## config.mk

```make
export PLATFORM = sky130hd
export DESIGN_NAME = subband_bit_allocation
export DESIGN_NICKNAME = d
export VERILOG_FILES = /design/src/hdl/sba_pkg.sv /design/src/hdl/subband_bit_allocation.sv /design/src/hdl/sba_alu.sv
export SDC_FILE = /design/constraint.sdc
export NUM_CORES = 1
export LEC_CHECK = 0
export ABC_AREA = 1
export BUFFER_PORTS_ARGS = -buffer_cell sky130_fd_sc_hd__buf_2
export CORE_MARGIN = 1.5
export CORE_UTILIZATION = 40
export CTS_BUF_LIST = sky130_fd_sc_hd__clkbuf_16
export DETAILED_ROUTE_END_ITERATION = 10
export GPL_ROUTABILITY_DRIVEN = 0
export HOLD_SLACK_MARGIN = 0.03
export PLACE_DENSITY = 0.54
export SKIP_CTS_REPAIR_TIMING = 1
export SLEW_MARGIN = 15
export SYNTH_ARGS = -nofsm -noshare
export SYNTH_HDL_FRONTEND = slang
export SYNTH_SLANG_ARGS = --single-unit
```

## constraint.sdc

```tcl
create_clock -name clk -period 9.2 [get_ports clk]
set_clock_uncertainty 0.2 [all_clocks]
set_input_delay 0.46 -clock clk [delete_from_list [all_inputs] [get_ports clk]]
set_output_delay 0.46 -clock clk [all_outputs]
set_load 0.1 [all_outputs]
```

## src/hdl/sba_pkg.sv

```systemverilog
`default_nettype none
package sba_pkg;

    // default sizes of the factor and bit stores
    localparam int DEF_MAX_BANDS    = 8;
    localparam int DEF_MAX_CHANNELS = 2;

    // allocation constants
    localparam int NEED_ZERO   = -5;
    localparam int BITS_CAP    = 16;
    localparam int SLICE_FLOOR = -21;

    // configuration register indexes
    localparam logic [2:0] REG_BAND_COUNT   = 3'd0;
    localparam logic [2:0] REG_CHANNEL_MODE = 3'd1;
    localparam logic [2:0] REG_ALLOC_METHOD = 3'd2;
    localparam logic [2:0] REG_RATE_INDEX   = 3'd3;
    localparam logic [2:0] REG_BITPOOL      = 3'd4;

    // channel modes
    localparam logic [1:0] MODE_MONO     = 2'd0;
    localparam logic [1:0] MODE_SEPARATE = 2'd1;
    localparam logic [1:0] MODE_STEREO   = 2'd2;
    localparam logic [1:0] MODE_COUPLED  = 2'd3;

    // register reset values
    localparam logic [3:0] RST_BAND_COUNT   = 4'd8;
    localparam logic [1:0] RST_CHANNEL_MODE = MODE_COUPLED;
    localparam logic       RST_ALLOC_METHOD = 1'b0;
    localparam logic [1:0] RST_RATE_INDEX   = 2'd0;
    localparam logic [7:0] RST_BITPOOL      = 8'd32;

    // settings the arithmetic unit needs
    typedef struct packed {
        logic       nb4;
        logic [1:0] row;
        logic       snr;
    } sba_cfg_t;

    // per-element results of the arithmetic unit
    typedef struct packed {
        logic signed [4:0] need;
        logic [1:0]        slice_inc;
        logic [4:0]        alloc_bits;
        logic [4:0]        fill_bits;
        logic [1:0]        fill_add;
        logic [4:0]        top_bits;
        logic              top_add;
    } sba_alu_t;

    // loudness offset table, four-band and eight-band rows
    function automatic logic signed [2:0] band_offset(input logic nb4, input logic [1:0] row,
                                                      input logic [2:0] sb);
        logic signed [2:0] off;
        off = 3'sd0;
        if (nb4)
        begin
            if (sb == 3'd0)
            begin
                off = (row == 2'd0) ? -3'sd1 : -3'sd2;
            end
            else if (sb == 3'd3 && row != 2'd0)
            begin
                off = 3'sd1;
            end
        end
        else
        begin
            if (sb == 3'd0)
            begin
                off = (row == 2'd0) ? -3'sd2 : ((row == 2'd1) ? -3'sd3 : -3'sd4);
            end
            else if (sb == 3'd6)
            begin
                off = (row == 2'd0) ? 3'sd0 : 3'sd1;
            end
            else if (sb == 3'd7)
            begin
                off = (row == 2'd0) ? 3'sd1 : 3'sd2;
            end
        end
        return off;
    endfunction

    // bit need of one band from its scale factor
    function automatic logic signed [4:0] calc_need(input logic [3:0] f, input logic [2:0] sb,
                                                    input sba_cfg_t cfg);
        logic signed [2:0] off;
        logic signed [5:0] l;
        logic signed [4:0] need;
        off = band_offset(cfg.nb4, cfg.row, sb);
        l = $signed({2'b00, f}) - $signed({{3{off[2]}}, off});
        if (cfg.snr)
        begin
            need = $signed({1'b0, f});
        end
        else if (f == 4'd0)
        begin
            need = 5'(NEED_ZERO);
        end
        else if (l > 6'sd0)
        begin
            need = $signed(l[5:1]);
        end
        else
        begin
            need = $signed(l[4:0]);
        end
        return need;
    endfunction

endpackage
`default_nettype wire

```

## src/hdl/subband_bit_allocation.sv

```systemverilog
`default_nettype none
// Subband bit allocation for an SBC encoder or decoder.
// Input channel: one scale factor per transfer (channel, band, scale_factor,
// last_factor). A transfer without last_factor only stores the factor.
// A transfer with last_factor stores it and starts the allocation;
// in_stall stays high until every bit count has been loaded into the
// output register.
// Output channel: one bit count per channel and band in use, channel 0
// bands 0..n-1 first, then channel 1; last_count marks the final one.
// Each pass walks its channel-band elements one element per cycle through the
// shared arithmetic unit; dual mode runs two passes. Then one result per cycle
// leaves while the receiver takes them. A stalled result holds the output
// register and the sequencer waits; the last result may still wait there while
// new factors are accepted. Configuration is written through
// cfg_write/cfg_index/cfg_data; the user must do so only while idle, as the
// block does not enforce it. Reset: registers return to their defaults, the
// block is idle and the output is empty; stored factors stay undefined until
// written.
module subband_bit_allocation
    import sba_pkg::*;
#(
    parameter int MAX_BANDS    = DEF_MAX_BANDS,
    parameter int MAX_CHANNELS = DEF_MAX_CHANNELS
)
(
    input  wire logic       clk,
    input  wire logic       rst_n,
    // configuration
    input  wire logic       cfg_write,
    input  wire logic [2:0] cfg_index,
    input  wire logic [7:0] cfg_data,
    // scale factor input
    input  wire logic       in_valid,
    output logic            in_stall,
    input  wire logic       channel,
    input  wire logic [2:0] band,
    input  wire logic [3:0] scale_factor,
    input  wire logic       last_factor,
    // bit count output
    output logic            out_valid,
    input  wire logic       out_stall,
    output logic            out_channel,
    output logic [2:0]      out_band,
    output logic [4:0]      bit_count,
    output logic            last_count
);

    localparam int DEPTH = MAX_CHANNELS * MAX_BANDS;
    localparam int IDX_W = $clog2(DEPTH);
    localparam int SB_W  = $clog2(MAX_BANDS + 1);
    localparam int NB8   = (MAX_BANDS < 8) ? MAX_BANDS : 8;

    localparam logic signed [5:0] LEVEL_FLOOR = 6'(SLICE_FLOOR);

    // sequencer states
    localparam logic [3:0] P_IDLE  = 4'd0;
    localparam logic [3:0] P_MAX   = 4'd1;
    localparam logic [3:0] P_SUM   = 4'd2;
    localparam logic [3:0] P_TEST  = 4'd3;
    localparam logic [3:0] P_BITS  = 4'd4;
    localparam logic [3:0] P_LEFT1 = 4'd5;
    localparam logic [3:0] P_LEFT2 = 4'd6;
    localparam logic [3:0] P_OUT   = 4'd7;

    // configuration registers
    logic [3:0] band_count_reg;
    logic [1:0] channel_mode_reg;
    logic       alloc_method_reg;
    logic [1:0] rate_index_reg;
    logic [7:0] bitpool_reg;

    // stores
    logic [3:0] factor_mem [DEPTH];
    logic [4:0] bits_mem [DEPTH];

    // sequencer state
    logic [3:0]        phase_reg, phase_next;
    logic              pass_reg, pass_next;
    logic              ch_reg, ch_next;
    logic [SB_W-1:0]   sb_reg, sb_next;
    logic signed [4:0] maxn_reg, maxn_next;
    logic signed [5:0] level_reg, level_next;
    logic [8:0]        bit_total_reg, bit_total_next;
    logic [5:0]        slice_total_reg, slice_total_next;

    // output register
    logic       out_valid_reg, out_valid_next;
    logic       out_channel_reg;
    logic [2:0] out_band_reg;
    logic [4:0] bit_count_reg;
    logic       last_count_reg;
    logic       out_load;

    logic             in_xfer;
    logic [SB_W-1:0]  nb_use;
    logic             nc_two;
    logic             dual;
    logic             pass_two;
    logic             ch_last;
    logic             sb_end;
    logic             seq_end;
    logic             walk_on;
    logic [IDX_W-1:0] idx;
    logic [IDX_W-1:0] in_idx;
    logic [4:0]       bits_rd;
    logic             bits_we;
    logic [4:0]       bits_wdata;
    logic [8:0]       slice_sum;
    logic signed [4:0] maxn_cur;
    sba_cfg_t         alu_cfg;
    sba_alu_t         alu;

    // input transfer and factor store
    assign in_stall = (phase_reg != P_IDLE);
    assign in_xfer  = in_valid && !in_stall;
    assign in_idx   = IDX_W'(int'(channel) * MAX_BANDS + int'(band));

    always_ff @(posedge clk)
    begin
        if (in_xfer && int'(channel) < MAX_CHANNELS && int'(band) < MAX_BANDS)
        begin
            factor_mem[in_idx] <= scale_factor;
        end
    end

    // configuration writes
    always_ff @(posedge clk or negedge rst_n)
    begin
        if (!rst_n)
        begin
            band_count_reg   <= RST_BAND_COUNT;
            channel_mode_reg <= RST_CHANNEL_MODE;
            alloc_method_reg <= RST_ALLOC_METHOD;
            rate_index_reg   <= RST_RATE_INDEX;
            bitpool_reg      <= RST_BITPOOL;
        end
        else if (cfg_write)
        begin
            unique case (cfg_index)
                REG_BAND_COUNT:   band_count_reg   <= cfg_data[3:0];
                REG_CHANNEL_MODE: channel_mode_reg <= cfg_data[1:0];
                REG_ALLOC_METHOD: alloc_method_reg <= cfg_data[0];
                REG_RATE_INDEX:   rate_index_reg   <= cfg_data[1:0];
                REG_BITPOOL:      bitpool_reg      <= cfg_data;
                default:          ;
            endcase
        end
    end

    // frame geometry
    assign nb_use   = (band_count_reg <= 4'd4) ? SB_W'(4) : SB_W'(NB8);
    assign nc_two   = (channel_mode_reg != MODE_MONO) && (MAX_CHANNELS == 2);
    assign dual     = nc_two && (channel_mode_reg == MODE_SEPARATE);
    assign pass_two = nc_two && !dual;
    assign ch_last  = pass_two ? 1'b1 : pass_reg;
    assign sb_end   = (sb_reg == nb_use - SB_W'(1));
    assign seq_end  = sb_end && (ch_reg == ch_last);
    assign walk_on  = (bit_total_reg < {1'b0, bitpool_reg}) && (sb_reg < nb_use);
    assign idx      = IDX_W'(int'(ch_reg) * MAX_BANDS + int'(sb_reg));
    assign bits_rd  = bits_mem[idx];

    // shared arithmetic unit
    assign alu_cfg.nb4 = (nb_use == SB_W'(4));
    assign alu_cfg.row = rate_index_reg;
    assign alu_cfg.snr = alloc_method_reg;

    sba_alu u_alu
    (
        .factor    (factor_mem[idx]),
        .band      (3'(sb_reg)),
        .cfg       (alu_cfg),
        .level     (level_reg),
        .bits      (bits_rd),
        .bit_total (bit_total_reg),
        .pool      (bitpool_reg),
        .res       (alu)
    );

    assign slice_sum = bit_total_reg + {3'b000, slice_total_reg};
    assign maxn_cur  = (alu.need > maxn_reg) ? alu.need : maxn_reg;

    // sequencer
    always_comb
    begin
        phase_next       = phase_reg;
        pass_next        = pass_reg;
        ch_next          = ch_reg;
        sb_next          = sb_reg;
        maxn_next        = maxn_reg;
        level_next       = level_reg;
        bit_total_next   = bit_total_reg;
        slice_total_next = slice_total_reg;
        bits_we          = 1'b0;
        bits_wdata       = alu.alloc_bits;
        out_load         = 1'b0;

        unique case (phase_reg)
            P_IDLE:
            begin
                if (in_xfer && last_factor)
                begin
                    pass_next  = 1'b0;
                    ch_next    = 1'b0;
                    sb_next    = '0;
                    maxn_next  = 5'sd0;
                    phase_next = P_MAX;
                end
            end

            // largest need of the pass
            P_MAX:
            begin
                maxn_next = maxn_cur;
                if (seq_end)
                begin
                    level_next       = {maxn_cur[4], maxn_cur};
                    bit_total_next   = 9'd0;
                    slice_total_next = 6'd0;
                    ch_next          = pass_reg;
                    sb_next          = '0;
                    phase_next       = P_SUM;
                end
                else if (sb_end)
                begin
                    ch_next = 1'b1;
                    sb_next = '0;
                end
                else
                begin
                    sb_next = sb_reg + SB_W'(1);
                end
            end

            // count bits of one slice level
            P_SUM:
            begin
                slice_total_next = slice_total_reg + {4'b0000, alu.slice_inc};
                if (seq_end)
                begin
                    phase_next = P_TEST;
                end
                else if (sb_end)
                begin
                    ch_next = 1'b1;
                    sb_next = '0;
                end
                else
                begin
                    sb_next = sb_reg + SB_W'(1);
                end
            end

            // go one level down or stop the search
            P_TEST:
            begin
                ch_next = pass_reg;
                sb_next = '0;
                if (slice_sum < {1'b0, bitpool_reg} && level_reg > LEVEL_FLOOR)
                begin
                    level_next       = level_reg - 6'sd1;
                    bit_total_next   = slice_sum;
                    slice_total_next = 6'd0;
                    phase_next       = P_SUM;
                end
                else
                begin
                    if (slice_sum == {1'b0, bitpool_reg})
                    begin
                        bit_total_next = slice_sum;
                        level_next     = level_reg - 6'sd1;
                    end
                    phase_next = P_BITS;
                end
            end

            // bits from the final level
            P_BITS:
            begin
                bits_we    = 1'b1;
                bits_wdata = alu.alloc_bits;
                if (seq_end)
                begin
                    ch_next    = pass_reg;
                    sb_next    = '0;
                    phase_next = P_LEFT1;
                end
                else if (sb_end)
                begin
                    ch_next = 1'b1;
                    sb_next = '0;
                end
                else
                begin
                    sb_next = sb_reg + SB_W'(1);
                end
            end

            // leftover bits, two passes over the bands
            P_LEFT1,
            P_LEFT2:
            begin
                if (walk_on)
                begin
                    bits_we = 1'b1;
                    if (phase_reg == P_LEFT1)
                    begin
                        bits_wdata     = alu.fill_bits;
                        bit_total_next = bit_total_reg + {7'd0, alu.fill_add};
                    end
                    else
                    begin
                        bits_wdata     = alu.top_bits;
                        bit_total_next = bit_total_reg + {8'd0, alu.top_add};
                    end
                    if (!pass_two || ch_reg)
                    begin
                        ch_next = pass_reg;
                        sb_next = sb_reg + SB_W'(1);
                    end
                    else
                    begin
                        ch_next = 1'b1;
                    end
                end
                else if (phase_reg == P_LEFT1)
                begin
                    ch_next    = pass_reg;
                    sb_next    = '0;
                    phase_next = P_LEFT2;
                end
                else if (dual && !pass_reg)
                begin
                    pass_next  = 1'b1;
                    ch_next    = 1'b1;
                    sb_next    = '0;
                    maxn_next  = 5'sd0;
                    phase_next = P_MAX;
                end
                else
                begin
                    ch_next    = 1'b0;
                    sb_next    = '0;
                    phase_next = P_OUT;
                end
            end

            // hand results to the output register
            P_OUT:
            begin
                if (!out_valid_reg || !out_stall)
                begin
                    out_load = 1'b1;
                    if (sb_end && (ch_reg == nc_two))
                    begin
                        phase_next = P_IDLE;
                    end
                    else if (sb_end)
                    begin
                        ch_next = 1'b1;
                        sb_next = '0;
                    end
                    else
                    begin
                        sb_next = sb_reg + SB_W'(1);
                    end
                end
            end

            default:
            begin
                phase_next = P_IDLE;
            end
        endcase
    end

    assign out_valid_next = out_load || (out_valid_reg && out_stall);

    // sequencer and output valid registers
    always_ff @(posedge clk or negedge rst_n)
    begin
        if (!rst_n)
        begin
            phase_reg       <= P_IDLE;
            pass_reg        <= 1'b0;
            ch_reg          <= 1'b0;
            sb_reg          <= '0;
            maxn_reg        <= 5'sd0;
            level_reg       <= 6'sd0;
            bit_total_reg   <= 9'd0;
            slice_total_reg <= 6'd0;
            out_valid_reg   <= 1'b0;
        end
        else
        begin
            phase_reg       <= phase_next;
            pass_reg        <= pass_next;
            ch_reg          <= ch_next;
            sb_reg          <= sb_next;
            maxn_reg        <= maxn_next;
            level_reg       <= level_next;
            bit_total_reg   <= bit_total_next;
            slice_total_reg <= slice_total_next;
            out_valid_reg   <= out_valid_next;
        end
    end

    // bit store
    always_ff @(posedge clk)
    begin
        if (bits_we)
        begin
            bits_mem[idx] <= bits_wdata;
        end
    end

    // output payload
    always_ff @(posedge clk)
    begin
        if (out_load)
        begin
            out_channel_reg <= ch_reg;
            out_band_reg    <= 3'(sb_reg);
            bit_count_reg   <= bits_rd;
            last_count_reg  <= sb_end && (ch_reg == nc_two);
        end
    end

    assign out_valid   = out_valid_reg;
    assign out_channel = out_channel_reg;
    assign out_band    = out_band_reg;
    assign bit_count   = bit_count_reg;
    assign last_count  = last_count_reg;

`ifndef NO_ASSERTIONS
    // a frame start holds off further input
    a_start_stalls: assert property (@(posedge clk) disable iff (!rst_n)
        (in_xfer && last_factor) |=> in_stall)
        else $error("input not stalled after frame start");

    // leftover passes never overrun the pool
    a_total_in_pool: assert property (@(posedge clk) disable iff (!rst_n)
        (phase_reg == P_LEFT1 || phase_reg == P_LEFT2) |-> bit_total_reg <= {1'b0, bitpool_reg})
        else $error("bit total above bitpool");

    // slice level stays within one step below the floor
    a_level_floor: assert property (@(posedge clk) disable iff (!rst_n)
        level_reg >= LEVEL_FLOOR - 6'sd1)
        else $error("slice level below floor");

    // no bit count above the cap is ever stored
    a_bits_cap: assert property (@(posedge clk) disable iff (!rst_n)
        bits_we |-> bits_wdata <= 5'(BITS_CAP))
        else $error("bit count above cap");

    // a result is only loaded into a free or draining output register
    a_load_free: assert property (@(posedge clk) disable iff (!rst_n)
        out_load |-> (!out_valid_reg || !out_stall))
        else $error("result loaded over a stalled one");
`endif

endmodule
`default_nettype wire

```

## src/hdl/sba_alu.sv

```systemverilog
`default_nettype none
module sba_alu
    import sba_pkg::*;
(
    input  wire logic [3:0]        factor,
    input  wire logic [2:0]        band,
    input  wire sba_cfg_t          cfg,
    input  wire logic signed [5:0] level,
    input  wire logic [4:0]        bits,
    input  wire logic [8:0]        bit_total,
    input  wire logic [7:0]        pool,
    output sba_alu_t               res
);

    logic signed [4:0] need;
    logic signed [6:0] need_x;
    logic signed [6:0] level_x;
    logic signed [6:0] lvl_p1;
    logic signed [6:0] lvl_p2;
    logic signed [6:0] lvl_p16;
    logic signed [6:0] diff;
    logic [4:0]        cap;

    // need and level on a common signed width
    assign need    = calc_need(factor, band, cfg);
    assign need_x  = {{2{need[4]}}, need};
    assign level_x = {level[5], level};
    assign lvl_p1  = level_x + 7'sd1;
    assign lvl_p2  = level_x + 7'sd2;
    assign lvl_p16 = level_x + 7'sd16;
    assign diff    = need_x - level_x;
    assign cap     = 5'(BITS_CAP);

    always_comb
    begin
        res.need = need;

        // slice count contribution
        if (need_x > lvl_p1 && need_x < lvl_p16)
        begin
            res.slice_inc = 2'd1;
        end
        else if (need_x == lvl_p1)
        begin
            res.slice_inc = 2'd2;
        end
        else
        begin
            res.slice_inc = 2'd0;
        end

        // bits from the final slice level, capped
        if (need_x < lvl_p2)
        begin
            res.alloc_bits = 5'd0;
        end
        else if (diff > 7'sd16)
        begin
            res.alloc_bits = cap;
        end
        else
        begin
            res.alloc_bits = diff[4:0];
        end

        // first leftover pass
        if (bits >= 5'd2 && bits < cap)
        begin
            res.fill_bits = bits + 5'd1;
            res.fill_add  = 2'd1;
        end
        else if (need_x == lvl_p1 && {1'b0, pool} > bit_total + 9'd1)
        begin
            res.fill_bits = 5'd2;
            res.fill_add  = 2'd2;
        end
        else
        begin
            res.fill_bits = bits;
            res.fill_add  = 2'd0;
        end

        // second leftover pass
        if (bits < cap)
        begin
            res.top_bits = bits + 5'd1;
            res.top_add  = 1'b1;
        end
        else
        begin
            res.top_bits = bits;
            res.top_add  = 1'b0;
        end
    end

endmodule
`default_nettype wire
```

==> impl_results.md, run 1 <==
- Arr. time, crit path: between 7 and 8 ns
- RSZ-0062 raised after global routing: no
- Area delta synth->final: 12.7%
- Worst r2r dst: bit_total_reg[8]$_DFFE_PN0P_
- Max clock buf depth: 3
- Sequential-to-total area share from yosys stat: between 40% and 50%
- Crit path required time: ~9.4 ns
- Max_cap viols: 0
- Status: finished, final reports clean
- Cell Area, Synth: 12000 um2
- Fill cell instance count of the final layout: about 2800
- Die height: between 150 and 200 um
- Final Cell Area: around 13000 um2
- Number of global-route vias before repair: 8753
- Max Freq: between 100 and 150 MHz
- Final setup violating endpoints: 0
- Synthesized flop and latch total: 207
- Worst r2r src: sb_reg[0]$_DFFE_PN0P_
- Starting Density: roughly two fifths
- PnR worst setup slack: about 2.1 ns
- Drt via density: 5.14
- Max stage delay on crit path: approximately 0.56 ns
- Syn nets: 1442
- GRT Total Usage: ~19%
- Synth unique cells: between 50 and 60
- R2R depth: 35
- Final TNS setup: 0 ns
- Root buffer selected by CTS: clkbuf_16
- Clock Latency Late Sink: 0.55 ns
- Cell Area, Placed: about 13000 um2
- Largest register FFs: 80
- CP Capture Type: register
- Die W: about 180 um
- Clk sink count: slightly above 200
- Top cells by area, synth: edfxtp_1, dfrtp_1, nand2_1
- Period utilization: between 70% and 80%
- HPWL after detailed placement: ~21 mm
- Average wire per standard cell: approximately 16 um
- H-tree levels: 1
- Post-synth top area share: between 30% and 40%
- Hold endpoint: channel_mode_reg[1]$_DFFE_PN1P_
- Yosys warns: 0
- Final Slew Violations: 0
- # DRC: 0
- Final Hold Violating Endpoints: 0
- Core area: around 30000 um2
- Largest net degree at the start of global routing: 78
- Worst slew margin: between 20 and 30%
- Most common cell on crit path: nand2_1
- Mean post-synth cell area: approximately 9 um2
- WL final: about 29 mm
- Clk slew on worst S/H paths: 0.06 ns
- Num CTS Buffers: 24
- Slowest CP cell: inv_2
- Synth Instances: 1329
- Hold Crit Depth: 3
- Cell accounting for the most synthesized area: edfxtp_1
- Pre-CTS setup slack: approximately 2.2 ns
- Vias: 9176
- Pre-antenna DRT Iters: 5
- Num ports: 37
- Worst setup SP type: register
- Minimum clock period: 7.12 ns
- Hold WS: 0.0356 ns
- Die area: roughly 31000 um2
- GRT Residual Overflow: 0
- Share of layout cells above drive strength 1: 9.47%
- Remaining antenna violation count: 0
- First-pass GRT wire length: ~47 mm
- IO buf count: 36
- R2r setup slk: roughly 2.1 ns
- Row count: between 60 and 70
- Final Net Count: 1489
- Worst slew pin tran: around 1.1 ns
- Hold Crit Class: in -> reg
- Setup CP Type: reg -> reg
- Hold Crit Start: cfg_data[1]
- Antenna diode count: 0
- Antenna violations before repair: 0
- Clock tree from TritonCTS: built
- CP max FO: 44
- Iter 0 DRT Violations: 650
[worst max-delay path by stage]
stage	start	end	slack (ns)	cells past startpoint
2_1_floorplan	sb_reg[1]$_DFFE_PN0P_	bit_total_reg[6]$_DFFE_PN0P_	3.01	35
3_3_place_gp	sb_reg[0]$_DFFE_PN0P_	bit_total_reg[6]$_DFFE_PN0P_	2.24	34
3_5_place_dp	sb_reg[0]$_DFFE_PN0P_	bit_total_reg[6]$_DFFE_PN0P_	2.15	37
4_1_cts	sb_reg[0]$_DFFE_PN0P_	bit_total_reg[8]$_DFFE_PN0P_	2.11	35
5_1_grt	sb_reg[0]$_DFFE_PN0P_	bit_total_reg[8]$_DFFE_PN0P_	1.37	39
6_report	sb_reg[0]$_DFFE_PN0P_	bit_total_reg[8]$_DFFE_PN0P_	2.08	35
[cell type report]
cell class	count	area, um2	area share (%)
multi-input cells	913	5190	38.5
repair buffers	53	325	2.41
clock buffers	24	601	4.45
flip-flops and latches	207	5960	44.2
clock inverters	20	262	1.94
well taps	390	488	3.62
inverters	177	664	4.92
[critical path: cells and delay by family, from the launching register on]
kind                     cells  cell delay (ns)
AND/OR/NAND/NOR             14             2.15
adder cells (fa/ha/maj)      5             1.62
buffers and inverters        7             1.27
AO/OA/AOI/OAI                8             1.13
flip-flops                   1             0.41
XOR/XNOR                     1             0.20
[per-layer routing]
layer / track usage, % / share of wire (%)
met5: 0 / 0
met4: 5.80 / 2.4
met1: 27.1 / 47
met3: 2.80 / 5.2
met2: 30.9 / 45
[cell families after synthesis]
logic type	share of synthesized area, %
adder cells (fa/ha/maj)	9.59
XOR/XNOR	2.63
AND/OR/NAND/NOR	19.5
buffers and inverters	6.96
flip-flops	49.7
AO/OA/AOI/OAI	11.5
[placed cells by master, fill, tap and decap left out, types with 5 or more instances in the layout]
| master | count |
|---|---|
| nand3_1 | 56 |
| xnor2_1 | 6 |
| a21oi_1 | 55 |
| edfxtp_1 | 154 |
| nor2_1 | 140 |
| nor2_4 | 5 |
| xor2_1 | 30 |
| nand4_1 | 13 |
| dfrtp_1 | 48 |
| buf_4 | 10 |
| o21ai_1 | 7 |
| clkbuf_16 | 24 |
| nand2_1 | 286 |
| ha_1 | 83 |
| nand2_2 | 9 |
| o21ai_0 | 111 |
| dlygate4sd3_1 | 7 |
| fa_1 | 5 |
| clkinv_2 | 7 |
| inv_2 | 6 |
| a31oi_1 | 5 |
| bufinv_16 | 5 |
| o22ai_1 | 30 |
| nor3_1 | 9 |
| inv_1 | 170 |
| o21bai_1 | 6 |
| nand3b_1 | 6 |
| buf_2 | 36 |
[cell usage after synthesis (all sizes together)]
cell and n:
nor2 149, a21boi 1, nand4 13, o32ai 2
a32oi 1, or4 1, maj3 1, dfrtp 49
o21ai 120, ha 83, fa 5, o2111ai 2
o22ai 30, edfxtp 154, nor3 9, xnor2 6
nand2 297, clkinv 2, a31oi 5, nand3 62
nor4b 1, o211ai 2, nand3b 6, xor2 30
a2111oi 1, or2 2, inv 175, o21bai 6
a22oi 4, dfstp 4, o31ai 2, buf 9
o221a 1, a32o 4, nor3b 1, clkbuf 23
nor4 3, a21o 2, a21oi 57, a211oi 4
[per-stage QoR]
stage | utilization, % | std cells
finish | 45.6 | 1784
global route | 45.6 | 1784
CTS | 45.4 | 1777
detailed placement | 42.5 | 1733
global placement | 42.5 | 1733
floorplan | - | 1329
Power of run 1 is not shown: default switching activity piles up to over one toggle a cycle in this logic, so the estimate is an artifact.
==> inputs of run 2 (changes only) <==
- clock period: 9.2 -> 6.8 ns (I/O delays scaled with it)
==> run 2 against run 1 <==
  * Register-to-register slack worse by 1.5 ns
  * Cell area is 0.77% higher
  * Die area stayed put
  * Global-route usage is 0.063 points lower
  * Routed wire length is 1.3% higher
  * Via count is 0.19% higher
  * Sequential share of layout area is 0.34 points lower
  * Utilization is 0.35 points higher
  * Largest cell class unchanged
  * Highest routed layer is now met5
==> impl_results.md, run 2 (synthesis results as in run 1) <==
- Clk slew on worst S/H paths: 0.06 ns (about the same)
- Pre-antenna DRT Iters: 7 (was 5)
- Max clock buf depth: 3 (unchanged)
- H-tree levels: 1 (unchanged)
- Num ports: 37 (unchanged)
- First-pass GRT wire length: 46.8 mm (was 47.1 mm)
- # DRC: 0 (unchanged)
- Clk sink count: 207 (unchanged)
- Antenna violations before repair: 1 (was 0)
- Drt via density: 5.10 (was 5.14)
- Worst slew margin: 34.5% (was 27.4%)
- Max stage delay on crit path: 0.42 ns (was 0.56 ns)
- Worst r2r src: sb_reg[1]$_DFFE_PN0P_ (was sb_reg[0]$_DFFE_PN0P_)
- Die area: 31000 um2 (unchanged)
- Hold Crit Start: cfg_index[2] (was cfg_data[1])
- IO buf count: 36 (unchanged)
- HPWL after detailed placement: 21.6 mm (was 20.9 mm)
- Status: finished, final reports clean (unchanged)
- Clock Latency Late Sink: 0.55 ns (about the same)
- Final Slew Violations: 0 (unchanged)
- Core area: 29600 um2 (unchanged)
- Slowest CP cell: fa_1 (was inv_2)
- Vias: 9193 (was 9176)
- Die W: 176 um (unchanged)
- Worst setup SP type: register (unchanged)
- GRT Residual Overflow: 0 (unchanged)
- Starting Density: 40.5% (unchanged)
- Minimum clock period: 6.25 ns (was 7.12 ns)
- WL final: 29.8 mm (was 29.4 mm)
- Iter 0 DRT Violations: 750 (was 650)
- Crit path required time: 7.01 ns (was 9.41 ns)
- Setup CP Type: reg -> reg (unchanged)
- Clock tree from TritonCTS: built (unchanged)
- Crit path from: sb_reg[1]$_DFFE_PN0P_ (was sb_reg[0]$_DFFE_PN0P_)
- Root buffer selected by CTS: clkbuf_16 (unchanged)
- GRT Total Usage: 19.3% (about the same)
- Final Net Count: 1508 (was 1489)
- Largest net degree at the start of global routing: 54 (was 78)
- RSZ-0062 raised after global routing: no (unchanged)
- Share of layout cells above drive strength 1: 9.55% (was 9.47%)
- Commonest cells after routing, fill and taps aside: nand2_1, inv_1, edfxtp_1, nor2_1, o21ai_0 (unchanged)
- Remaining antenna violation count: 0 (unchanged)
- CP max FO: 21 (was 44)
- Die height: 176 um (unchanged)
- Average wire per standard cell: 16.5 um (about the same)
- Most common cell on crit path: nand2_1 (unchanged)
- Area delta synth->final: 13.5% (was 12.7%)
- Final setup violating endpoints: 0 (unchanged)
- Number of global-route vias before repair: 8794 (was 8753)
- Max Freq: 160 MHz (was 140 MHz)
- Final TNS setup: 0 ns (unchanged)
- Num CTS Buffers: 24 (unchanged)
- Row count: 63 (unchanged)
- Commonest non-fill, non-tap cell in the layout: nand2_1 (unchanged)
- Largest register FFs: 80 (unchanged)
- Max_cap viols: 0 (unchanged)
- CP Capture Type: register (unchanged)
- Arr. time, crit path: 6.45 ns (was 7.33 ns)
- Worst slew pin tran: 0.979 ns (was 1.09 ns)
- Hold Crit Class: in -> reg (unchanged)
- Fill cell instance count of the final layout: 2848 (was 2836)
- Period utilization: 91.9% (was 77.4%)
- Antenna diode count: 0 (unchanged)
- Final Hold Violating Endpoints: 0 (unchanged)
==> run 2: cell types whose count changed in the layout (fill, tap and decap cells not counted), sizes merged <==
cell,change
dlygate4sd3,+11
buf,+8
inv,+6
bufinv,-3
clkinvlp,-3
==> run 2: per-stage QoR <==
step                      instance area [um2]  setup WS, ns  cells  hold WS, ns  utilization (%)
after floorplan                         12000         0.614   1329       -0.156                -
after global placement                  12600         0.474   1740        0.267             42.6
final                                   13600         0.553   1803     0.000905             46.0
after global routing                    13600        0.0221   1803       0.0384             46.0
after detailed placement                12600         0.238   1740        0.278             42.6
after CTS                               13400         0.224   1784       -0.232             45.3
==> run 2: routing by layer <==
layer | track usage, % | part of all wire [%] | up-vias
met5 | 0 | 0.037 | -
met4 | 5.27 | 2.1 | 2
met3 | 3.17 | 5.5 | 44
met2 | 30.9 | 46 | 229
met1 | 26.9 | 47 | 4307
li1 | - | - | 4611
==> run 2: area by class of cell <==
cell class,count,area [um2],share of cell area [%]
Sequential cell,207,5960,43.8
Timing Repair Buffer,72,495,3.64
Clock buffer,24,601,4.42
Inverter,177,667,4.91
Clock inverter,20,170,1.25
Tap cell,390,488,3.59
Multi-Input combinational cell,913,5220,38.4
==> run 2: critical path, delay by kind of cell (launching register included) <==
| kind | cells | cell delay, ns |
|---|---|---|
| xor+xnor | 1 | 0.21 |
| compound gates | 8 | 1.05 |
| simple gates | 13 | 1.72 |
| flops | 1 | 0.41 |
| buf+inv | 7 | 0.89 |
| fa+ha+maj | 6 | 1.62 |
==> run 2: final timing paths <==
kind,to,cells past startpoint,slack (ns)
max,bit_total_reg[8]$_DFFE_PN0P_,35,0.55
min,channel_mode_reg[0]$_DFFE_PN1P_,4,0.0009
max reg2reg,bit_total_reg[8]$_DFFE_PN0P_,35,0.55
min reg2reg,band_count_reg[0]$_DFFE_PN0P_,2,0.29
max in group asynchronous,sb_reg[0]$_DFFE_PN0P_,3,5.59
min in group asynchronous,maxn_reg[0]$_DFFE_PN0P_,3,0.26
Power of run 2 is left out for the same reason.
==> inputs of run 3 (changes only) <==
- CELL_PAD_IN_SITES_DETAIL_PLACEMENT: default -> 1
- CELL_PAD_IN_SITES_GLOBAL_PLACEMENT: default -> 1
- CTS_CLUSTER_SIZE: default -> 10
- PLACE_DENSITY: 0.54 -> 0.67
==> run 3 against run 2 <==
  * Setup slack lost 0.036 ns
  * Non-clock buffer count up 2
  * Maximum frequency is 0.57% lower
  * Register-to-register slack worse by 0.04 ns
  * Highest routed layer is now met4
==> impl_results.md, run 3 (synthesis results as in run 1) <==
- Remaining antenna violation count: 0 (unchanged)
- Hold Crit Start: cfg_write (was cfg_index[2])
- Final setup violating endpoints: 0 (unchanged)
- GRT Total Usage: 21.8% (was 19.3%)
- Most common cell on crit path: nand2_1 (unchanged)
- Commonest non-fill, non-tap cell in the layout: nand2_1 (unchanged)
- Largest register FFs: 80 (unchanged)
- Antenna diode count: 0 (unchanged)
- Final Net Count: 1512 (was 1508)
- Hold endpoint: alloc_method_reg$_DFFE_PN0P_ (was channel_mode_reg[0]$_DFFE_PN1P_)
- CP max FO: 39 (was 21)
- Die height: 176 um (unchanged)
- Clock Latency Late Sink: 0.56 ns (was 0.55 ns)
- Final Hold Violating Endpoints: 0 (unchanged)
- Worst r2r dst: bit_total_reg[8]$_DFFE_PN0P_ (unchanged)
- Worst slew margin: 20.6% (was 34.5%)
- H-tree levels: 1 (unchanged)
- Num CTS Buffers: 26 (was 24)
- HPWL after detailed placement: 24.0 mm (was 21.6 mm)
- Final Slew Violations: 0 (unchanged)
- Minimum clock period: 6.28 ns (was 6.25 ns)
- Clock tree from TritonCTS: built (unchanged)
- Worst slew pin tran: 1.18 ns (was 0.979 ns)
- Max_cap viols: 0 (unchanged)
- Iter 0 DRT Violations: 478 (was 750)
- Status: finished, final reports clean (unchanged)
- Worst setup SP type: register (unchanged)
- Number of global-route vias before repair: 9597 (was 8794)
- Max stage delay on crit path: 0.46 ns (was 0.42 ns)
- Met3 wire len: 1.19 mm (was 1.65 mm)
- Largest net degree at the start of global routing: 78 (was 54)
- Highest routed metal layer: met4 (was met5)
- GRT Residual Overflow: 0 (unchanged)
- Worst r2r src: sb_reg[0]$_DFFE_PN0P_ (was sb_reg[1]$_DFFE_PN0P_)
- Clk slew on worst S/H paths: 0.06 ns (about the same)
- Commonest cells after routing, fill and taps aside: nand2_1, inv_1, edfxtp_1, nor2_1, o21ai_0 (unchanged)
- R2r setup slk: 0.52 ns (was 0.55 ns)
- WL final: 33.8 mm (was 29.8 mm)
- Final TNS setup: 0 ns (unchanged)
- Die W: 176 um (unchanged)
- Hold Crit Depth: 5 (was 4)
- R2R depth: 34 (was 35)
- Max clock buf depth: 3 (unchanged)
- Routed met2 length: 15.8 mm (was 13.6 mm)
- Average wire per standard cell: 18.7 um (was 16.5 um)
- Pre-antenna DRT Iters: 5 (was 7)
- Num ports: 37 (unchanged)
- Slowest CP cell: dfrtp_2 (was fa_1)
- Max Freq: 159 MHz (was 160 MHz)
- Clk sink count: 207 (unchanged)
- Setup CP Type: reg -> reg (unchanged)
- IO buf count: 36 (unchanged)
- Hold Crit Class: in -> reg (unchanged)
- Arr. time, crit path: 6.50 ns (was 6.45 ns)
- Row count: 63 (unchanged)
- Metal-1 WL: 16.1 mm (was 14.0 mm)
- Vias: 9474 (was 9193)
- Period utilization: 92.4% (was 91.9%)
- Drt via density: 5.24 (was 5.10)
- CP Capture Type: register (unchanged)
- Starting Density: 40.5% (unchanged)
- Antenna violations before repair: 0 (was 1)
- Share of layout cells above drive strength 1: 9.65% (was 9.55%)
- Core area: 29600 um2 (unchanged)
- Die area: 31000 um2 (unchanged)
- First-pass GRT wire length: 52.8 mm (was 46.8 mm)
- # DRC: 0 (unchanged)
- Crit path required time: 7.02 ns (was 7.01 ns)
- Area delta synth->final: 14.4% (was 13.5%)
- Root buffer selected by CTS: clkbuf_16 (unchanged)
run 3: worst max-delay path, delay by kind of cell (launching register included):
kind,cells,cell delay (ns)
fa+ha+maj,6,1.71
compound gates,7,1.02
xor+xnor,1,0.19
flops,1,0.46
buf+inv,6,0.69
simple gates,14,1.88
run 3: final cells by class:
| class | count | area, um2 |
|---|---|---|
| clock inverter | 22 | 118 |
| timing repair buffer | 74 | 574 |
| inverter | 177 | 669 |
| sequential | 207 | 5960 |
| clock buffer | 26 | 651 |
| tap | 390 | 488 |
| multi-input combinational | 913 | 5240 |
| fill | 3428 | 15900 |
run 3: worst max path at each step:
stage,startpoint,end,slack [ns],cells past startpoint
final,sb_reg[0]$_DFFE_PN0P_,bit_total_reg[8]$_DFFE_PN0P_,0.52,34
after global placement,sb_reg[0]$_DFFE_PN0P_,bit_total_reg[8]$_DFFE_PN0P_,0.47,34
after global routing,sb_reg[0]$_DFFE_PN0P_,bit_total_reg[7]$_DFFE_PN0P_,-0.06,34
after detailed placement,sb_reg[0]$_DFFE_PN0P_,bit_total_reg[8]$_DFFE_PN0P_,0.18,34
after floorplan,sb_reg[1]$_DFFE_PN0P_,bit_total_reg[6]$_DFFE_PN0P_,0.61,35
after CTS,sb_reg[0]$_DFFE_PN0P_,bit_total_reg[8]$_DFFE_PN0P_,0.12,34
run 3: routing by layer:
layer / track usage [%] / up-vias
met5: 0 / -
met2: 35.8 / 159
li1: - / 4628
met4: 5.84 / 0
met3: 3.12 / 47
met1: 30.0 / 4640
run 3: metrics by stage:
stage                     hold slack, ns  utilization, %  instance area (um2)  instances  setup WS (ns)
after detailed placement           0.278            42.7                12600       1737          0.181
after global placement             0.267            42.7                12600       1737          0.468
final                             0.0531            46.3                13700       1809          0.517
after floorplan                   -0.156               -                12000       1329          0.614
after CTS                         -0.240            45.3                13400       1785          0.123
after global routing              0.0728            46.3                13700       1809        -0.0565
Power of run 3 is left out for the same reason.
